<file path="src/nisr_pkg.sv">
// ----------------------------------------------------------------------------
// nisr_pkg: shared types and constants
// Word formats, status codes and queue entry layout for the nibble image
// stream to RGB converter.
// ----------------------------------------------------------------------------
package nisr_pkg;

  // default pixel capacity of one image
  localparam int MAX_PIXELS_DEF = 1048576;
  // width of the pixel index field on the result channel
  localparam int PIX_IDX_W      = 20;
  // entries between parser and pixel emitter (power of two)
  localparam int QUEUE_DEPTH    = 4;

  // file magic "HI"
  localparam logic [7:0] MAGIC_0 = 8'h48;
  localparam logic [7:0] MAGIC_1 = 8'h49;

  typedef enum logic [1:0] {
    ST_PIXEL     = 2'd0,
    ST_BAD_MAGIC = 2'd1,
    ST_TOO_BIG   = 2'd2
  } status_t;

  // input word
  typedef struct packed {
    logic [7:0] byte_value;
    logic       frame_start;
  } nisr_in_t;

  // result word
  typedef struct packed {
    logic [PIX_IDX_W-1:0] pixel_index;
    logic [3:0]           color_code;
    logic [7:0]           red;
    logic [7:0]           green;
    logic [7:0]           blue;
    status_t              status;
    logic                 last;
  } nisr_out_t;

  // queue entry: one data byte (one or two pixels) or one error
  typedef struct packed {
    logic [7:0]           data;
    logic [PIX_IDX_W-1:0] base_idx;
    status_t              status;
    logic                 second;   // high nibble is a pixel too
    logic                 last_lo;
    logic                 last_hi;
  } nisr_item_t;

endpackage

</file>
<file path="src/nisr_front.sv">
// ----------------------------------------------------------------------------
// nisr_front: header parser
// Checks the magic, collects size, width and height, sizes the image and
// turns each usable data byte, or an error, into one queue entry.
// ----------------------------------------------------------------------------
module nisr_front #(
  parameter int MAX_PIXELS = nisr_pkg::MAX_PIXELS_DEF
) (
  input  logic                 clk,
  input  logic                 rst_n,
  input  logic                 in_valid,
  output logic                 in_ready,
  input  nisr_pkg::nisr_in_t   in_data,
  output logic                 q_push,
  output nisr_pkg::nisr_item_t q_item,
  input  logic                 q_full
);

  localparam int NpixW = $clog2(MAX_PIXELS + 1);
  localparam int LimW  = $clog2((MAX_PIXELS + 1) / 2 + 1);
  localparam int CntW  = (LimW > 2) ? LimW : 2;
  localparam int CmpW  = NpixW + 1;
  localparam int IdxW  = nisr_pkg::PIX_IDX_W;

  typedef enum logic [2:0] {
    PH_MAGIC, PH_SIZE, PH_WIDTH, PH_HEIGHT, PH_MUL, PH_CHK, PH_DATA, PH_HALT
  } phase_t;

  phase_t            phase_r, phase_nxt;
  logic [CntW-1:0]   cnt_r, cnt_nxt;
  logic [31:0]       size_r, size_nxt;
  logic [31:0]       width_r, width_nxt;
  logic [31:0]       height_r, height_nxt;
  logic [63:0]       prod_r, prod_nxt;
  logic [NpixW-1:0]  npix_r, npix_nxt;
  logic [LimW-1:0]   limit_r, limit_nxt;

  logic              accept;
  phase_t            eff_phase;
  logic [CntW-1:0]   eff_cnt;
  logic [CntW-1:0]   cnt_inc;
  logic [1:0]        lane;
  logic [CmpW-1:0]   pos_lo;
  logic [CmpW-1:0]   npix_c;
  logic              over;
  logic              empty_img;
  logic [CmpW-1:0]   need_c;
  logic [LimW-1:0]   limit_c;

  // handshake: stall while sizing the image or when the queue is full
  assign in_ready = !(phase_r == PH_MUL || phase_r == PH_CHK) && !q_full;
  assign accept   = in_valid && in_ready;

  // frame_start restarts with this byte as first magic byte
  assign eff_phase = in_data.frame_start ? PH_MAGIC : phase_r;
  assign eff_cnt   = in_data.frame_start ? '0 : cnt_r;
  assign cnt_inc   = eff_cnt + CntW'(1);
  assign lane      = eff_cnt[1:0];

  // pixel position of the low nibble
  assign pos_lo = CmpW'(eff_cnt) << 1;
  assign npix_c = CmpW'(npix_r);

  // image sizing from the registered product
  assign over      = prod_r > 64'(MAX_PIXELS);
  assign empty_img = (prod_r == 64'd0) || (size_r == 32'd0);
  assign need_c    = (CmpW'(prod_r[NpixW-1:0]) + CmpW'(1)) >> 1;
  assign limit_c   = (size_r < 32'(need_c)) ? LimW'(size_r) : LimW'(need_c);

  always_comb begin
    phase_nxt  = phase_r;
    cnt_nxt    = cnt_r;
    size_nxt   = size_r;
    width_nxt  = width_r;
    height_nxt = height_r;
    prod_nxt   = prod_r;
    npix_nxt   = npix_r;
    limit_nxt  = limit_r;
    q_push     = 1'b0;
    q_item.data     = in_data.byte_value;
    q_item.base_idx = IdxW'(pos_lo);
    q_item.status   = nisr_pkg::ST_PIXEL;
    q_item.second   = (pos_lo + CmpW'(1)) < npix_c;
    q_item.last_lo  = (pos_lo + CmpW'(1)) == npix_c;
    q_item.last_hi  = (pos_lo + CmpW'(2)) == npix_c;

    if (accept) begin
      case (eff_phase)
        PH_MAGIC: begin
          if (in_data.byte_value != (eff_cnt[0] ? nisr_pkg::MAGIC_1 : nisr_pkg::MAGIC_0))
          begin
            q_push          = 1'b1;
            q_item.data     = '0;
            q_item.base_idx = '0;
            q_item.status   = nisr_pkg::ST_BAD_MAGIC;
            q_item.second   = 1'b0;
            q_item.last_lo  = 1'b1;
            q_item.last_hi  = 1'b0;
            phase_nxt       = PH_HALT;
          end else if (eff_cnt[0]) begin
            phase_nxt = PH_SIZE;
            cnt_nxt   = '0;
          end else begin
            phase_nxt = PH_MAGIC;
            cnt_nxt   = cnt_inc;
          end
        end
        PH_SIZE, PH_WIDTH, PH_HEIGHT: begin
          // little-endian fields, one byte lane per word
          if (eff_phase == PH_SIZE) begin
            size_nxt[8*lane +: 8] = in_data.byte_value;
          end else if (eff_phase == PH_WIDTH) begin
            width_nxt[8*lane +: 8] = in_data.byte_value;
          end else begin
            height_nxt[8*lane +: 8] = in_data.byte_value;
          end
          if (lane == 2'd3) begin
            cnt_nxt = '0;
            if (eff_phase == PH_SIZE) begin
              phase_nxt = PH_WIDTH;
            end else if (eff_phase == PH_WIDTH) begin
              phase_nxt = PH_HEIGHT;
            end else begin
              phase_nxt = PH_MUL;
            end
          end else begin
            cnt_nxt = cnt_inc;
          end
        end
        PH_DATA: begin
          q_push  = 1'b1;
          cnt_nxt = cnt_inc;
          if (cnt_inc >= CntW'(limit_r)) begin
            phase_nxt = PH_HALT;
          end
        end
        default: begin
          // finished or errored frame: words are dropped
        end
      endcase
    end else if (phase_r == PH_MUL) begin
      prod_nxt  = 64'(width_r) * 64'(height_r);
      phase_nxt = PH_CHK;
    end else if (phase_r == PH_CHK) begin
      if (over) begin
        if (!q_full) begin
          q_push          = 1'b1;
          q_item.data     = '0;
          q_item.base_idx = '0;
          q_item.status   = nisr_pkg::ST_TOO_BIG;
          q_item.second   = 1'b0;
          q_item.last_lo  = 1'b1;
          q_item.last_hi  = 1'b0;
          phase_nxt       = PH_HALT;
        end
      end else begin
        npix_nxt  = NpixW'(prod_r);
        limit_nxt = limit_c;
        cnt_nxt   = '0;
        phase_nxt = empty_img ? PH_HALT : PH_DATA;
      end
    end
  end

  always_ff @(posedge clk) begin
    if (!rst_n) begin
      phase_r <= PH_MAGIC;
      cnt_r   <= '0;
    end else begin
      phase_r <= phase_nxt;
      cnt_r   <= cnt_nxt;
    end
    size_r   <= size_nxt;
    width_r  <= width_nxt;
    height_r <= height_nxt;
    prod_r   <= prod_nxt;
    npix_r   <= npix_nxt;
    limit_r  <= limit_nxt;
  end

`ifndef ASSERT_OFF
  // pixel entries only come from data bytes of the current frame
  a_pixel_in_data: assert property (@(posedge clk) disable iff (!rst_n)
    (q_push && q_item.status == nisr_pkg::ST_PIXEL)
      |-> (phase_r == PH_DATA) && !in_data.frame_start)
    else $error("pixel entry outside data phase");

  // the product is checked right after it is formed
  a_mul_to_chk: assert property (@(posedge clk) disable iff (!rst_n)
    (phase_r == PH_MUL) |=> (phase_r == PH_CHK))
    else $error("sizing sequence broken");
`endif

endmodule

</file>
<file path="src/nisr_queue.sv">
// ----------------------------------------------------------------------------
// nisr_queue: entry queue
// Short FIFO between the parser and the pixel emitter.
// ----------------------------------------------------------------------------
module nisr_queue (
  input  logic                 clk,
  input  logic                 rst_n,
  input  logic                 wr_en,
  input  nisr_pkg::nisr_item_t wr_data,
  output logic                 full,
  input  logic                 rd_en,
  output nisr_pkg::nisr_item_t rd_data,
  output logic                 empty
);

  localparam int Depth = nisr_pkg::QUEUE_DEPTH;
  localparam int PtrW  = $clog2(Depth);
  localparam int CntW  = $clog2(Depth + 1);

  nisr_pkg::nisr_item_t mem_r [Depth];
  logic [PtrW-1:0]      wr_ptr_r, wr_ptr_nxt;
  logic [PtrW-1:0]      rd_ptr_r, rd_ptr_nxt;
  logic [CntW-1:0]      count_r, count_nxt;
  logic                 do_wr;
  logic                 do_rd;

  assign full    = count_r == CntW'(Depth);
  assign empty   = count_r == '0;
  assign rd_data = mem_r[rd_ptr_r];
  assign do_wr   = wr_en && !full;
  assign do_rd   = rd_en && !empty;

  // pointer and fill bookkeeping
  always_comb begin
    wr_ptr_nxt = do_wr ? wr_ptr_r + PtrW'(1) : wr_ptr_r;
    rd_ptr_nxt = do_rd ? rd_ptr_r + PtrW'(1) : rd_ptr_r;
    count_nxt  = count_r + CntW'(do_wr) - CntW'(do_rd);
  end

  always_ff @(posedge clk) begin
    if (!rst_n) begin
      wr_ptr_r <= '0;
      rd_ptr_r <= '0;
      count_r  <= '0;
    end else begin
      wr_ptr_r <= wr_ptr_nxt;
      rd_ptr_r <= rd_ptr_nxt;
      count_r  <= count_nxt;
    end
    if (do_wr) begin
      mem_r[wr_ptr_r] <= wr_data;
    end
  end

`ifndef ASSERT_OFF
  // producer respects full, so no entry is dropped
  a_no_overflow: assert property (@(posedge clk) disable iff (!rst_n)
    wr_en |-> !full)
    else $error("write into full queue");
`endif

endmodule

</file>
<file path="src/nisr_back.sv">
// ----------------------------------------------------------------------------
// nisr_back: pixel emitter
// Expands each queue entry into one or two result words with palette RGB,
// behind an output register.
// ----------------------------------------------------------------------------
module nisr_back (
  input  logic                 clk,
  input  logic                 rst_n,
  input  nisr_pkg::nisr_item_t q_item,
  input  logic                 q_empty,
  output logic                 q_pop,
  output logic                 out_valid,
  input  logic                 out_ready,
  output nisr_pkg::nisr_out_t  out_data
);

  localparam int IdxW = nisr_pkg::PIX_IDX_W;

  logic                out_valid_r, out_valid_nxt;
  nisr_pkg::nisr_out_t out_r, out_nxt;
  logic                hi_sel_r, hi_sel_nxt;
  logic                load;
  logic                take;
  logic [3:0]          nib;
  nisr_pkg::nisr_out_t word_c;

  // 16-color palette: levels 0/85/170/255, brown has green halved
  function automatic nisr_pkg::nisr_out_t pixel_word(input logic [IdxW-1:0] idx,
                                                     input logic [3:0] c,
                                                     input logic is_last);
    nisr_pkg::nisr_out_t w;
    logic [7:0]          hi;
    hi            = c[3] ? 8'd85 : 8'd0;
    w.pixel_index = idx;
    w.color_code  = c;
    w.red         = (c[2] ? 8'd170 : 8'd0) + hi;
    w.green       = (c[1] ? ((c == 4'd6) ? 8'd85 : 8'd170) : 8'd0) + hi;
    w.blue        = (c[0] ? 8'd170 : 8'd0) + hi;
    w.status      = nisr_pkg::ST_PIXEL;
    w.last        = is_last;
    return w;
  endfunction

  assign load = !out_valid_r || out_ready;
  assign take = load && !q_empty;
  assign nib  = hi_sel_r ? q_item.data[7:4] : q_item.data[3:0];

  // word for the current half of the head entry
  always_comb begin
    if (q_item.status != nisr_pkg::ST_PIXEL) begin
      word_c        = '0;
      word_c.status = q_item.status;
      word_c.last   = 1'b1;
    end else if (hi_sel_r) begin
      word_c = pixel_word({q_item.base_idx[IdxW-1:1], 1'b1}, nib, q_item.last_hi);
    end else begin
      word_c = pixel_word(q_item.base_idx, nib, q_item.last_lo);
    end
  end

  // pop as the last word that the entry yields is taken
  assign q_pop = take && (q_item.status != nisr_pkg::ST_PIXEL || hi_sel_r ||
                          !q_item.second);

  always_comb begin
    out_valid_nxt = out_valid_r;
    out_nxt       = out_r;
    hi_sel_nxt    = hi_sel_r;
    if (load) begin
      out_valid_nxt = take;
      if (take) begin
        out_nxt    = word_c;
        hi_sel_nxt = (q_item.status == nisr_pkg::ST_PIXEL) && !hi_sel_r &&
                     q_item.second;
      end
    end
  end

  always_ff @(posedge clk) begin
    if (!rst_n) begin
      out_valid_r <= 1'b0;
      hi_sel_r    <= 1'b0;
    end else begin
      out_valid_r <= out_valid_nxt;
      hi_sel_r    <= hi_sel_nxt;
    end
    out_r <= out_nxt;
  end

  assign out_valid = out_valid_r;
  assign out_data  = out_r;

`ifndef ASSERT_OFF
  // a pending high nibble keeps its entry at the queue head
  a_hi_has_entry: assert property (@(posedge clk) disable iff (!rst_n)
    hi_sel_r |-> !q_empty)
    else $error("high nibble pending with empty queue");

  // error words always close the frame
  a_err_last: assert property (@(posedge clk) disable iff (!rst_n)
    (out_valid_r && out_r.status != nisr_pkg::ST_PIXEL) |-> out_r.last)
    else $error("error word without last");
`endif

endmodule

</file>
<file path="src/nibble_image_stream_to_rgb.sv">
// ----------------------------------------------------------------------------
// nibble_image_stream_to_rgb: nibble image file to RGB pixel stream
// Parses a byte stream ("HI", size, width, height, packed 4-bit pixels)
// and emits one result word per pixel with its palette RGB levels.
// ----------------------------------------------------------------------------
// Usage:
//   in_*  : one file byte per word; frame_start restarts parsing with this
//           byte as the first magic byte.
//   out_* : one word per pixel (index, color, RGB, status, last), or a
//           single error word (bad magic, image over capacity) with last set.
// Sequence: a data byte's first pixel passes through the queue and the output
//   register before it shows on out_valid; its second pixel follows from the same
//   queue entry. After the last height byte the image is sized (32x32 multiply,
//   then compare) while in_ready is low; a capacity error appears after those.
// Throughput: one result word per cycle while out_ready is high. The pixel
//   emitter sets the data rate, splitting each byte into one or two words;
//   header bytes are taken one per cycle while the queue is not full.
// Stalls: a four-entry queue sits between parser and emitter, and the
//   output word is registered; when out_ready is low the queue fills and
//   in_ready drops.
// Reset: synchronous, active low; parser returns to waiting for magic and
//   the queue and output register empty.
// ----------------------------------------------------------------------------
module nibble_image_stream_to_rgb #(
  parameter int MAX_PIXELS = nisr_pkg::MAX_PIXELS_DEF
) (
  input  logic                clk,
  input  logic                rst_n,
  input  logic                in_valid,
  output logic                in_ready,
  input  nisr_pkg::nisr_in_t  in_data,
  output logic                out_valid,
  input  logic                out_ready,
  output nisr_pkg::nisr_out_t out_data
);

  logic                 q_push;
  logic                 q_pop;
  logic                 q_full;
  logic                 q_empty;
  nisr_pkg::nisr_item_t q_wr_item;
  nisr_pkg::nisr_item_t q_rd_item;

  // header parser and data byte classifier
  nisr_front #(
    .MAX_PIXELS(MAX_PIXELS)
  ) u_front (
    .clk      (clk),
    .rst_n    (rst_n),
    .in_valid (in_valid),
    .in_ready (in_ready),
    .in_data  (in_data),
    .q_push   (q_push),
    .q_item   (q_wr_item),
    .q_full   (q_full)
  );

  // decoupling queue
  nisr_queue u_queue (
    .clk     (clk),
    .rst_n   (rst_n),
    .wr_en   (q_push),
    .wr_data (q_wr_item),
    .full    (q_full),
    .rd_en   (q_pop),
    .rd_data (q_rd_item),
    .empty   (q_empty)
  );

  // pixel emitter
  nisr_back u_back (
    .clk       (clk),
    .rst_n     (rst_n),
    .q_item    (q_rd_item),
    .q_empty   (q_empty),
    .q_pop     (q_pop),
    .out_valid (out_valid),
    .out_ready (out_ready),
    .out_data  (out_data)
  );

endmodule
</file>
<file path="config.mk">
export PLATFORM = sky130hd
export DESIGN_NAME = nibble_image_stream_to_rgb
export DESIGN_NICKNAME = d
export VERILOG_FILES = /design/src/nisr_pkg.sv /design/src/nisr_front.sv /design/src/nisr_queue.sv /design/src/nisr_back.sv /design/src/nibble_image_stream_to_rgb.sv
export SDC_FILE = /design/constraint.sdc
export NUM_CORES = 2
export LEC_CHECK = 0
export BUFFER_PORTS_ARGS = -buffer_cell sky130_fd_sc_hd__buf_2
export CAP_MARGIN = 30
export CORE_MARGIN = 4
export CORE_UTILIZATION = 40
export DETAILED_ROUTE_END_ITERATION = 8
export PLACE_DENSITY = 0.54
export SLEW_MARGIN = 30
export SYNTH_ARGS = -nofsm -noshare
export SYNTH_HDL_FRONTEND = slang
export SYNTH_SLANG_ARGS = --single-unit
</file>
<file path="constraint.sdc">
create_clock -name clk -period 7.5 [get_ports clk]
set_input_delay 0.75 -clock clk [delete_from_list [all_inputs] [get_ports clk]]
set_output_delay 0.75 -clock clk [all_outputs]
set_load 0.02 [all_outputs]
</file>
==> impl_metrics.env <==
export IMPL_max_cap_viol_count=0
export IMPL_syn_avg_cell_area_um2=10.28
export IMPL_synthTopCellsByArea="fa_1, edfxtp_1, ha_1"
export IMPL_endpoint_kind="flop"
export IMPL_die_area_um2=132200
export IMPL_port_buffers=65
export IMPL_pwr_share_clk_pct=8.4
export IMPL_cts_tree="yes"
export IMPL_async_flop_share_pct=0
export IMPL_grt_util_all_layers_pct=21.90
export IMPL_critPathKind="reg2reg"
export IMPL_slowest_stage="fa_1"
export IMPL_io_pins=66
export IMPL_final_cell_mix="inv_1, fa_1, and2_1"
export IMPL_cts_hold_buf=0
export IMPL_required_ps=7870
export IMPL_area_delta_synth_final_pct=16.84
export IMPL_setup_slack_ps=-150.9
export IMPL_dr_wl_met2_mm=71.48
export IMPL_crit_top_cell="fa_1"
export IMPL_wirelength_mm=140.8
export IMPL_syn_num_nets=6172
export IMPL_crit_path_start_kind="flop"
export IMPL_drive_gt1_share_pct=16.76
export IMPL_drt_met1_wl_mm=59.15
export IMPL_met3_length_mm=5.960
export IMPL_drt_wirelength_per_cell_um=20.21
export IMPL_root_buffer="clkbuf_16"
export IMPL_place_congestion=0.8705
export IMPL_clock_path_buffers=3
export IMPL_vias=34750
export IMPL_drt_pass1_iterations=5
export IMPL_grt_pass1_wl_mm=222.3
export IMPL_netlist_area_um2=50580
export IMPL_yosysWarnings=0
export IMPL_worstPathMaxFanout=7
export IMPL_die_w_um=363.6
export IMPL_final_common_cell="inv_1"
export IMPL_p_switching_w=0.01250
export IMPL_fp_row_count=130
export IMPL_antenna_left=0
export IMPL_antenna_found_initial=3
export IMPL_synth_edf_count=360
export IMPL_path_clk_slew_ps=70
export IMPL_leakagePower_nw=27.45
export IMPL_yosysTopAreaCell="fa_1"
export IMPL_fin_skew_ps=23.60
export IMPL_critical_path_top_delay_family="adder cells"
export IMPL_seq_power_share_pct=13.5
export IMPL_fmax_mhz=130.7
export IMPL_dr_max_layer_used="met4"
export IMPL_cpPeakStageDelay_ps=600
export IMPL_netlist_area_leader_share_pct=35.50
export IMPL_nets=6531
export IMPL_grt_max_degree=50
export IMPL_critPathArrivalTime_ps=8020
export IMPL_seq_area_frac_synth_pct=22.72
export IMPL_core_area_um2=125600
export IMPL_grt_pass1_vias=37830
export IMPL_placed_area_um2=55890
export IMPL_ys_seq_elements=394
export IMPL_pwr_share_comb_pct=78.1
export IMPL_overflow=0
export IMPL_htree_levels=2
export IMPL_status="complete, but fails checks"
export IMPL_insertion_delay_ps=640
export IMPL_violations="setup timing"
export IMPL_cts_buffers=46
export IMPL_hold_path_class="in2reg"
export IMPL_fin_crit_ps=7651
export IMPL_power_density_nw_per_um2=466.9
export IMPL_holdWs_ps=450.6
export IMPL_viasPerCell=4.987
export IMPL_post_route_period_util_pct=102.0
export IMPL_start_util_pct=40.28
export IMPL_crit_buf_inv=6
export IMPL_finalHoldViolCount=0
export IMPL_setup_viol=5
export IMPL_worstMarginPinSlew_ps=751.6
export IMPL_ir_drop_v=0.001342
export IMPL_drv_slew=0
export IMPL_dp_hpwl_mm=115.3
export IMPL_die_height_um=363.6
export IMPL_synth_cells=4922
export IMPL_synthFlopType="edfxtp_1"
export IMPL_swShare_pct=45.29
export IMPL_final_area_um2=59100
export IMPL_drc_errors=0
export IMPL_grt_setup_unrepaired="true"
export IMPL_max_slew_margin_pct=49.89
export IMPL_clock_sinks=394
export IMPL_yosysUniqueCellTypes=73
export IMPL_p_int_w=0.01510
export IMPL_drt_iter0_drc=1998
[path summary, 6_finish.rpt]
path / to / slack [ps] / from / depth (start not counted)
min reg2reg: u_front.cnt_r[18]$_SDFFE_PN0P_ / 480 / u_front.cnt_r[18]$_SDFFE_PN0P_ / 2
max reg2reg: u_front.prod_r[60]$_DFFE_PP_ / -150 / u_front.width_r[12]$_DFFE_PP_ / 26
min: u_back.out_valid$_SDFFE_PN0N_ / 450 / out_ready / 4
max: u_front.prod_r[60]$_DFFE_PP_ / -150 / u_front.width_r[12]$_DFFE_PP_ / 26
[metrics by stage]
stage	total power (W)	setup TNS, ps	util, %	setup WS, ps	instances
after floorplan	0.01289	-39.29	-	-39.29	4922
after global placement	0.02178	-5781	44.37	-508.5	6819
after detailed placement	0.02180	-6136	44.51	-577.4	6826
after CTS	0.02647	-375.2	46.45	-137.8	6940
after global routing	0.02961	-2982	47.06	-397.0	6965
final	0.02759	-441.6	47.06	-150.9	6967
[synthesized netlist by cell type, drive strengths merged (4+ instances only)]
master  instances
a21oi          98
and2          603
nand2b         24
nor2b          66
nor3           23
or4             5
nor2           85
fa            897
mux4           32
o21bai         12
a22oi          22
a31oi          15
mux2i          24
edfxtp        360
nor3b          11
nor4           33
nand2         571
nand3          42
clkbuf        246
dfxtp          34
xor2           42
a21boi          4
or2             5
xnor2          84
o21a           10
a21o           53
ha            340
and3           17
nand4          34
and4            6
o21ai          55
inv           983
a211oi          5
buf            26
[per-layer routing]
metal  vias to the layer above  track usage, %
met1                     18010           28.77
li1                      15860               -
met5                         -               0
met3                       197           2.824
met4                         0           6.243
met2                       687           38.11
[state kept, by name (all words and copies together), names as in the netlist, 20 cells and up, named ones only]
signal	flops
u_front.height_r	32
u_front.size_r	32
u_front.width_r	32
u_front.prod_r	64
u_queue.mem_r	128
u_front.limit_r	20
u_front.cnt_r	20
u_front.npix_r	21
u_back.out_data	31
[worst reg2reg max path, delay by kind of cell (launching register included)]
kind / cells / cell delay (ps)
xor+xnor: 1 / 60
fa+ha+maj: 9 / 4400
simple gates: 6 / 1340
buf+inv: 6 / 560
compound gates: 4 / 640
flops: 1 / 410
[power groups by stage]
stage / Clock (W) / Sequential (W) / Combinational [W]
after floorplan: 0 / 0.00377 / 0.00912
after global placement: 0 / 0.00377 / 0.0180
after detailed placement: 0 / 0.00378 / 0.0180
after CTS: 0.00237 / 0.00373 / 0.0204
after global routing: 0.00246 / 0.00377 / 0.0234
final: 0.00231 / 0.00372 / 0.0216
[final cells by class]
cell class	count	area [µm²]
diodes	2	5.005
clock buffers	50	1166
clock inverters	32	361.6
fillers	11830	66470
inverters	983	3690
multi-input cells	3273	35350
flip-flops and latches	394	11490
well taps	1650	2064
repair buffers	583	4971
[cell families (layout without fill, tap and decap cells)]
logic type,count (synthesis),count (layout),share of synthesized area [%]
compound gates,318,318,4.057
xor+xnor,126,126,2.182
fa+ha+maj,1237,1237,43.91
buf+inv,1255,1648,9.476
flops,394,394,22.72
mux,58,58,1.944
other cells,0,2,0
simple gates,1534,1534,15.71
[what timing repair did]
item	4_1_cts	5_1_grt
setup buffers	32	23
setup endpoints to repair	22	24
gates cloned	1	2
endpoints found under the hold margin	0	0
gates resized for setup	138	132
pin swaps	114	82
(Power assumes the default switching activity.)
